File: src/rtl/mafs_pkg.sv
package mafs_pkg;

   // fixed field widths
   localparam int INDEX_BITS  = 10;
   localparam int FIU_BITS    = INDEX_BITS + 1;
   localparam int CMD_BITS    = 2;
   localparam int STATUS_BITS = 2;
   localparam int FRAC_BITS   = 16;

   // parameter defaults
   localparam int DEF_NUM_FEATURES = 1024;
   localparam int DEF_VALUE_BITS   = 32;

   // request commands
   typedef enum logic [CMD_BITS-1:0] {
      CMD_OBSERVE = 2'd0,
      CMD_SCALE   = 2'd1,
      CMD_CLEAR   = 2'd2,
      CMD_NOP     = 2'd3
   } cmd_type;

   // response status codes
   typedef enum logic [STATUS_BITS-1:0] {
      STATUS_OK    = 2'd0,
      STATUS_RANGE = 2'd1,
      STATUS_SAT   = 2'd2
   } status_type;

   // controller to datapath commands
   typedef struct packed {
      logic capture;
      logic sweep;
      logic eval;
      logic div_step;
      logic round;
      logic load_rsp;
   } ctrl_cmd_type;

   // datapath to controller status
   typedef struct packed {
      logic    sweep_last;
      logic    div_last;
      logic    need_div;
      cmd_type item_cmd;
   } dp_status_type;

endpackage

File: src/rtl/mafs_ctrl.sv
module mafs_ctrl (
   input  logic                    clock,
   input  logic                    reset,
   input  logic                    req_tvalid,
   output logic                    req_tready,
   output logic                    rsp_tvalid,
   input  logic                    rsp_tready,
   output mafs_pkg::ctrl_cmd_type  cmd,
   input  mafs_pkg::dp_status_type stat
);

   typedef enum logic [6:0] {
      ST_INIT  = 7'b0000001,
      ST_IDLE  = 7'b0000010,
      ST_EVAL  = 7'b0000100,
      ST_CLEAR = 7'b0001000,
      ST_DIV   = 7'b0010000,
      ST_ROUND = 7'b0100000,
      ST_DONE  = 7'b1000000
   } state_type;

   state_type state_ff, state_in;
   logic      rsp_valid_ff, rsp_valid_in;

   // next state and commands
   always_comb begin
      state_in   = state_ff;
      cmd        = '0;
      req_tready = 1'b0;
      case (state_ff)
         ST_INIT: begin
            cmd.sweep = 1'b1;
            if (stat.sweep_last) begin
               state_in = ST_IDLE;
            end
         end
         ST_IDLE: begin
            req_tready = 1'b1;
            if (req_tvalid) begin
               cmd.capture = 1'b1;
               state_in    = ST_EVAL;
            end
         end
         ST_EVAL: begin
            cmd.eval = 1'b1;
            case (stat.item_cmd)
               mafs_pkg::CMD_CLEAR: state_in = ST_CLEAR;
               mafs_pkg::CMD_SCALE: state_in = stat.need_div ? ST_DIV : ST_DONE;
               default:             state_in = ST_DONE;
            endcase
         end
         ST_CLEAR: begin
            cmd.sweep = 1'b1;
            if (stat.sweep_last) begin
               state_in = ST_DONE;
            end
         end
         ST_DIV: begin
            cmd.div_step = 1'b1;
            if (stat.div_last) begin
               state_in = ST_ROUND;
            end
         end
         ST_ROUND: begin
            cmd.round = 1'b1;
            state_in  = ST_DONE;
         end
         ST_DONE: begin
            if (!rsp_valid_ff || rsp_tready) begin
               cmd.load_rsp = 1'b1;
               state_in     = ST_IDLE;
            end
         end
         default: begin
            state_in = ST_INIT;
         end
      endcase
   end

   // output valid flag
   always_comb begin
      if (cmd.load_rsp) begin
         rsp_valid_in = 1'b1;
      end else if (rsp_tready) begin
         rsp_valid_in = 1'b0;
      end else begin
         rsp_valid_in = rsp_valid_ff;
      end
   end

   always_ff @(posedge clock) begin
      if (reset) begin
         state_ff     <= ST_INIT;
         rsp_valid_ff <= 1'b0;
      end else begin
         state_ff     <= state_in;
         rsp_valid_ff <= rsp_valid_in;
      end
   end

   assign rsp_tvalid = rsp_valid_ff;

endmodule

File: config.mk
export PLATFORM = sky130hd
export DESIGN_NAME = mafs_ctrl
export DESIGN_NICKNAME = d
export VERILOG_FILES = /design/src/rtl/mafs_pkg.sv /design/src/rtl/mafs_ctrl.sv
export SDC_FILE = /design/constraint.sdc
export NUM_CORES = 1
export LEC_CHECK = 0
export BUFFER_PORTS_ARGS = -buffer_cell sky130_fd_sc_hd__buf_2
export CAP_MARGIN = 40
export CORE_AREA = 5 5 42 44
export DETAILED_ROUTE_END_ITERATION = 16
export DIE_AREA = 0 0 47 49
export PLACE_DENSITY_LB_ADDON = 0.3
export SLEW_MARGIN = 20
export SYNTH_ARGS = -nofsm -noshare
export SYNTH_HDL_FRONTEND = slang
export SYNTH_SLANG_ARGS = --single-unit
File: constraint.sdc
create_clock -name clock -period 4.8 [get_ports clock]
set_input_delay 0.24 -clock clock [delete_from_list [all_inputs] [get_ports clock]]
set_output_delay 0.24 -clock clock [all_outputs]
set_load 0.005 [all_outputs]
### Word level (Yosys, flattened, before mapping)

Index checks and enable logic that the tools add are counted.

| operators by class | value |
|---|---|
| equality and inequality tests | 14 |
| muxes and demuxes | 19 |
| reductions and logical operators | 5 |

Operators by type and width:

| operator | count |
|---|---|
| case mux 7 bit (7 select lines) | 1 |
| 2-to-1 mux 7 bit | 6 |
| case mux 7 bit (2 select lines) | 1 |
| 2-to-1 mux 1 bit | 11 |
| inequality test 2 bit, second input constant | 5 |
| equality test 7 x 1 -> 1 bit, second input constant | 1 |
| equality test 7 x 2 -> 1 bit, second input constant | 1 |
| equality test 7 x 3 -> 1 bit, second input constant | 1 |
| equality test 7 x 4 -> 1 bit, second input constant | 1 |
| equality test 7 x 5 -> 1 bit, second input constant | 1 |
| equality test 7 x 6 -> 1 bit, second input constant | 1 |
| equality test 7 bit, second input constant | 1 |
| AND reduction 5 bit | 1 |
| equality test 2 x 1 -> 1 bit, second input constant | 1 |
| equality test 2 bit, second input constant | 1 |
| nonzero test 2 bit | 1 |
| OR reduction 2 bit | 1 |
| zero test 1 bit | 1 |
| logical OR 1 bit | 1 |

| word-level totals | value |
|---|---|
| bits in registers | 8 |
| bits of input ports | 9 |
| output and inout port bits | 8 |
| logic and storage cells | 40 |

### Depth between registers and ports, before layout

| depth | value |
|---|---|
| word-level depth | 5 |
| mapped depth | 6 |
| gate-level depth less buffers | 5 |

### Worst setup path before layout

Ideal clock, no wire load.

| timing path | value |
|---|---|
| kind | flip-flop to flip-flop |
| from | register state_ff[1] |
| to | register state_ff[6] |
| setup time | 0.112 ns |
| data arrival time | 1.670 ns |
| required time | 4.688 ns |
| path slack | 3.017 ns |
| cell stages (with the launch flop) | 6 |
| path buffers | 0 |
| clock period less this slack | 1.783 ns |
| path through | dfxtp_1 or4_4 or4_4 o21ai_4 o22a_1 nor2_1 |

| between the ends | value |
|---|---|
| longest elaborated chain between the ends | 3 |
| elaborated cells on any way between the ends | 14 |
| classes of those cells | 12 x eq/ne; 1 x mux; 1 x reduce/logical |

RTL lines:

| what | RTL line | source |
|---|---|---|
| from (decl) | mafs_ctrl.sv:22 | `state_type state_ff, state_in;` |
| from (signal assigned) | mafs_ctrl.sv:96 | `state_ff <= state_in;` |
| equality test 7 bit (tied with other cells) | mafs_ctrl.sv:30 | `case (state_ff)` |
| inequality test 2 bit (no line) | -- |  |
| AND reduction 5 bit (no line) | -- |  |

Parallel ways exist; a longest one is shown, timed or not.
A chain may end at the register's enable or synchronous reset.

### Worst setup path after layout

Ends and elaborated chain as after synthesis.

==> results by group <==
Final layout
  – Ant diodes: 0
  – Layout Nets: just under 100
  – P&R area growth vs syn: 16.2%
  – Fill count: approximately 150
  – Final Cell Area: 718 um2
  – Layout cell share with drive strength beyond 1: 34.1%

Power
  – Worst vdd ir: 0.000223 V
  – Flop pwr share: 37.1%
  – Sw power: around 0.097 mW
  – Pwr dens: 347 nW/um2
  – Int Pwr: between 0.15 and 0.2 mW
  – Gate power share: about two fifths
  – Clock power share: 22.2%
  – Switching part of the total power: 39.0%
  – Leak: ~0.29 nW

Clock tree
  – Skew-Pair Late Insertion Delay: between 0.2 and 0.3 ns
  – Post-CTS Repair Setup Buffers: 0
  – Clock Sinks: 8
  – Clk slew on worst S/H paths: 0.06 ns
  – Post_cts resized: 0
  – TritonCTS buffer count: 3
  – Clk buf depth: 2
  – H-tree depth: 1
  – CTS tree: built
  – Root buf cell: clkbuf_4
  – Hold_buf cts: 0

GRT
  – Grt total ovfl: 0
  – Tot GR Track Use: 15.7%
  – Number of global-route vias before repair: around 580
  – Largest net degree at the start of global routing: 14
  – First-pass GRT wire length: ~2600 um
  – Initial antenna violation count: 0

Timing
  – Max_slew headroom: 66.7%
  – Final setup vio count: 0
  – F_max: 526 MHz
  – Tmin final: 1.90 ns
  – Slew @ Worst Pin: 0.499 ns
  – Clk_skew: 0.00696 ns
  – Final hold viol count: 0
  – Setup TNS: 0 ns
  – RSZ-0062 raised after global routing: no
  – Final worst-path cycle share: between 30% and 40%
  – Max-slew violations: 0

Setup path
  – Required time of the critical path: between 4 and 5 ns
  – CP Class: reg -> reg
  – Crit Path Max Fanout: 8
  – Worst setup SP type: flop
  – WP data arrival: slightly above 2 ns
  – CP endpoint kind: flop

Yosys
  – Area of the mapped netlist: 618 um2
  – Average size of a mapped cell: between 8 and 9 um2
  – Register area share after synthesis: 25.9%
  – Yosys reg bits: 8
  – Synth cell types: 38
  – Synth top area share: ~26%
  – Synth area leaders: dfxtp_1, nor2_1, nor4_1
  – Synth area leader: dfxtp_1
  – Synth Net Count: 83
  – Cells after synthesis: 74
  – Yosys warns: 0

Job
  – Max Cap Violations: 0

Status
  – Status: completed

Routing
  – Vias per std cell: 6.25
  – Per-cell routed wire length: 15.3 um
  – DRT Pass-1 Iters: 5
  – Post-route ant nets: 0
  – 1st-iter DRT viols: 22
  – Routed Wire Length: 1590 um
  – Vias: 650
  – DRC Markers: 0

Floorplanning
  – Die Area: 2300 um2
  – Initial Util: 44.1%
  – Die W: 47 um
  – I/O pin count: 17
  – Num rows: 14
  – Die Ht: 49 um
  – Total core area: roughly 1400 um2

Place
  – IO buf count: 16
  – Dpl cell area: 696 um2
  – GP Congestion: 0.856
  – Final HPWL DP: 1180 um

Min path
  – Hold Crit Class: in -> reg
-- through the flow --
stage / util, % / instances / power (mW) / setup WS [ns] / hold slack (ns)
after CTS: 51.2 / 104 / 0.248 / 2.91 / 0.177
final: 51.2 / 104 / 0.249 / 2.90 / 0.179
after global placement: 49.6 / 101 / 0.192 / 2.97 / 0.458
after floorplan: - / 74 / 0.169 / 3.02 / 0.309
after global routing: 51.2 / 104 / 0.266 / 2.81 / 0.186
after detailed placement: 49.6 / 101 / 0.193 / 2.93 / 0.457
-- sequential cells by signal, indices dropped and copies added, names as in the netlist --
signal / cells
rsp_tvalid: 1
state_ff: 7
-- critical path, cell delays in order (launching register included) --
cell	delay, ns
dfxtp_1	0.37
or4_4	0.56
or4_4	0.51
o21ai_4	0.12
o22a_1	0.19
nor2_1	0.04
-- synthesized netlist by cell type --
cell type	instances
dfxtp_1	8
nor2_1	8
nand2_1	4
nor4_1	4
o21ai_0	4
a21oi_1	3
clkbuf_1	3
nand2b_1	3
nor3_1	3
nand3b_1	2
nand4b_1	2
or4_4	2
xnor2_1	2
xor2_1	2
a211oi_1	1
a211oi_2	1
a21o_1	1
a31oi_1	1
a31oi_4	1
a32oi_1	1
and2_1	1
and4b_2	1
buf_1	1
buf_4	1
inv_1	1
nor2b_1	1
nor3_4	1
nor3b_1	1
o2111ai_1	1
o211ai_1	1
o21ai_4	1
o21bai_1	1
o22a_1	1
o31a_2	1
or3_1	1
or3_2	1
or4_2	1
or4b_2	1
-- final cells by class --
| cell class | instances | area, um2 | share of cell area [%] |
|---|---|---|---|
| repair buffers | 16 | 80.1 | 11.1 |
| well taps | 16 | 20.0 | 2.79 |
| multi-input cells | 60 | 432 | 60.1 |
| inverters | 1 | 3.75 | 0.523 |
| flip-flops and latches | 8 | 160 | 22.3 |
| clock buffers | 3 | 22.5 | 3.14 |
-- final timing paths --
check / startpoint / end / slack (ns) / depth (start not counted)
worst max-delay path: state_ff[1] / state_ff[6] / 2.90 / 5
worst min-delay path: reset / rsp_tvalid / 0.18 / 2
worst max register to register: state_ff[1] / state_ff[6] / 2.90 / 5
worst min register to register: rsp_tvalid / rsp_tvalid / 0.57 / 2
-- logic make-up (layout without fill, tap and decap cells) --
family	after synthesis	in the layout	synth area share, %
simple gates	37	37	38.7
flops	8	8	25.9
buf+inv	6	20	4.25
compound gates	19	19	25.5
xor+xnor	4	4	5.67
-- cell usage in the layout (no fill, tap or decap), types with 2 or more instances in the layout --
cell       n
a21oi_1    3
buf_2     16
clkbuf_4   3
dfxtp_1    8
nand2_1    4
nand2b_1   3
nand3b_1   2
nand4b_1   2
nor2_1     8
nor3_1     3
nor4_1     4
o21ai_0    4
or4_4      2
xnor2_1    2
xor2_1     2
-- routing by layer --
| layer | GRT usage [%] | part of all wire (%) |
|---|---|---|
| met4 | 9.68 | 1.3 |
| met1 | 19.9 | 40 |
| met3 | 4.06 | 10 |
| met2 | 22.6 | 48 |
| met5 | 0 | 0 |
-- power groups by stage --
stage          clock network, mW  logic [mW]  registers (mW)
3_3_place_gp                   0      0.0995          0.0930
3_5_place_dp                   0       0.100          0.0932
5_1_grt                   0.0585       0.112          0.0956
4_1_cts                   0.0555       0.101          0.0917
2_1_floorplan                  0      0.0863          0.0823
6_report                  0.0554       0.101          0.0925
No activity file was read; power rests on OpenSTA's default activity.
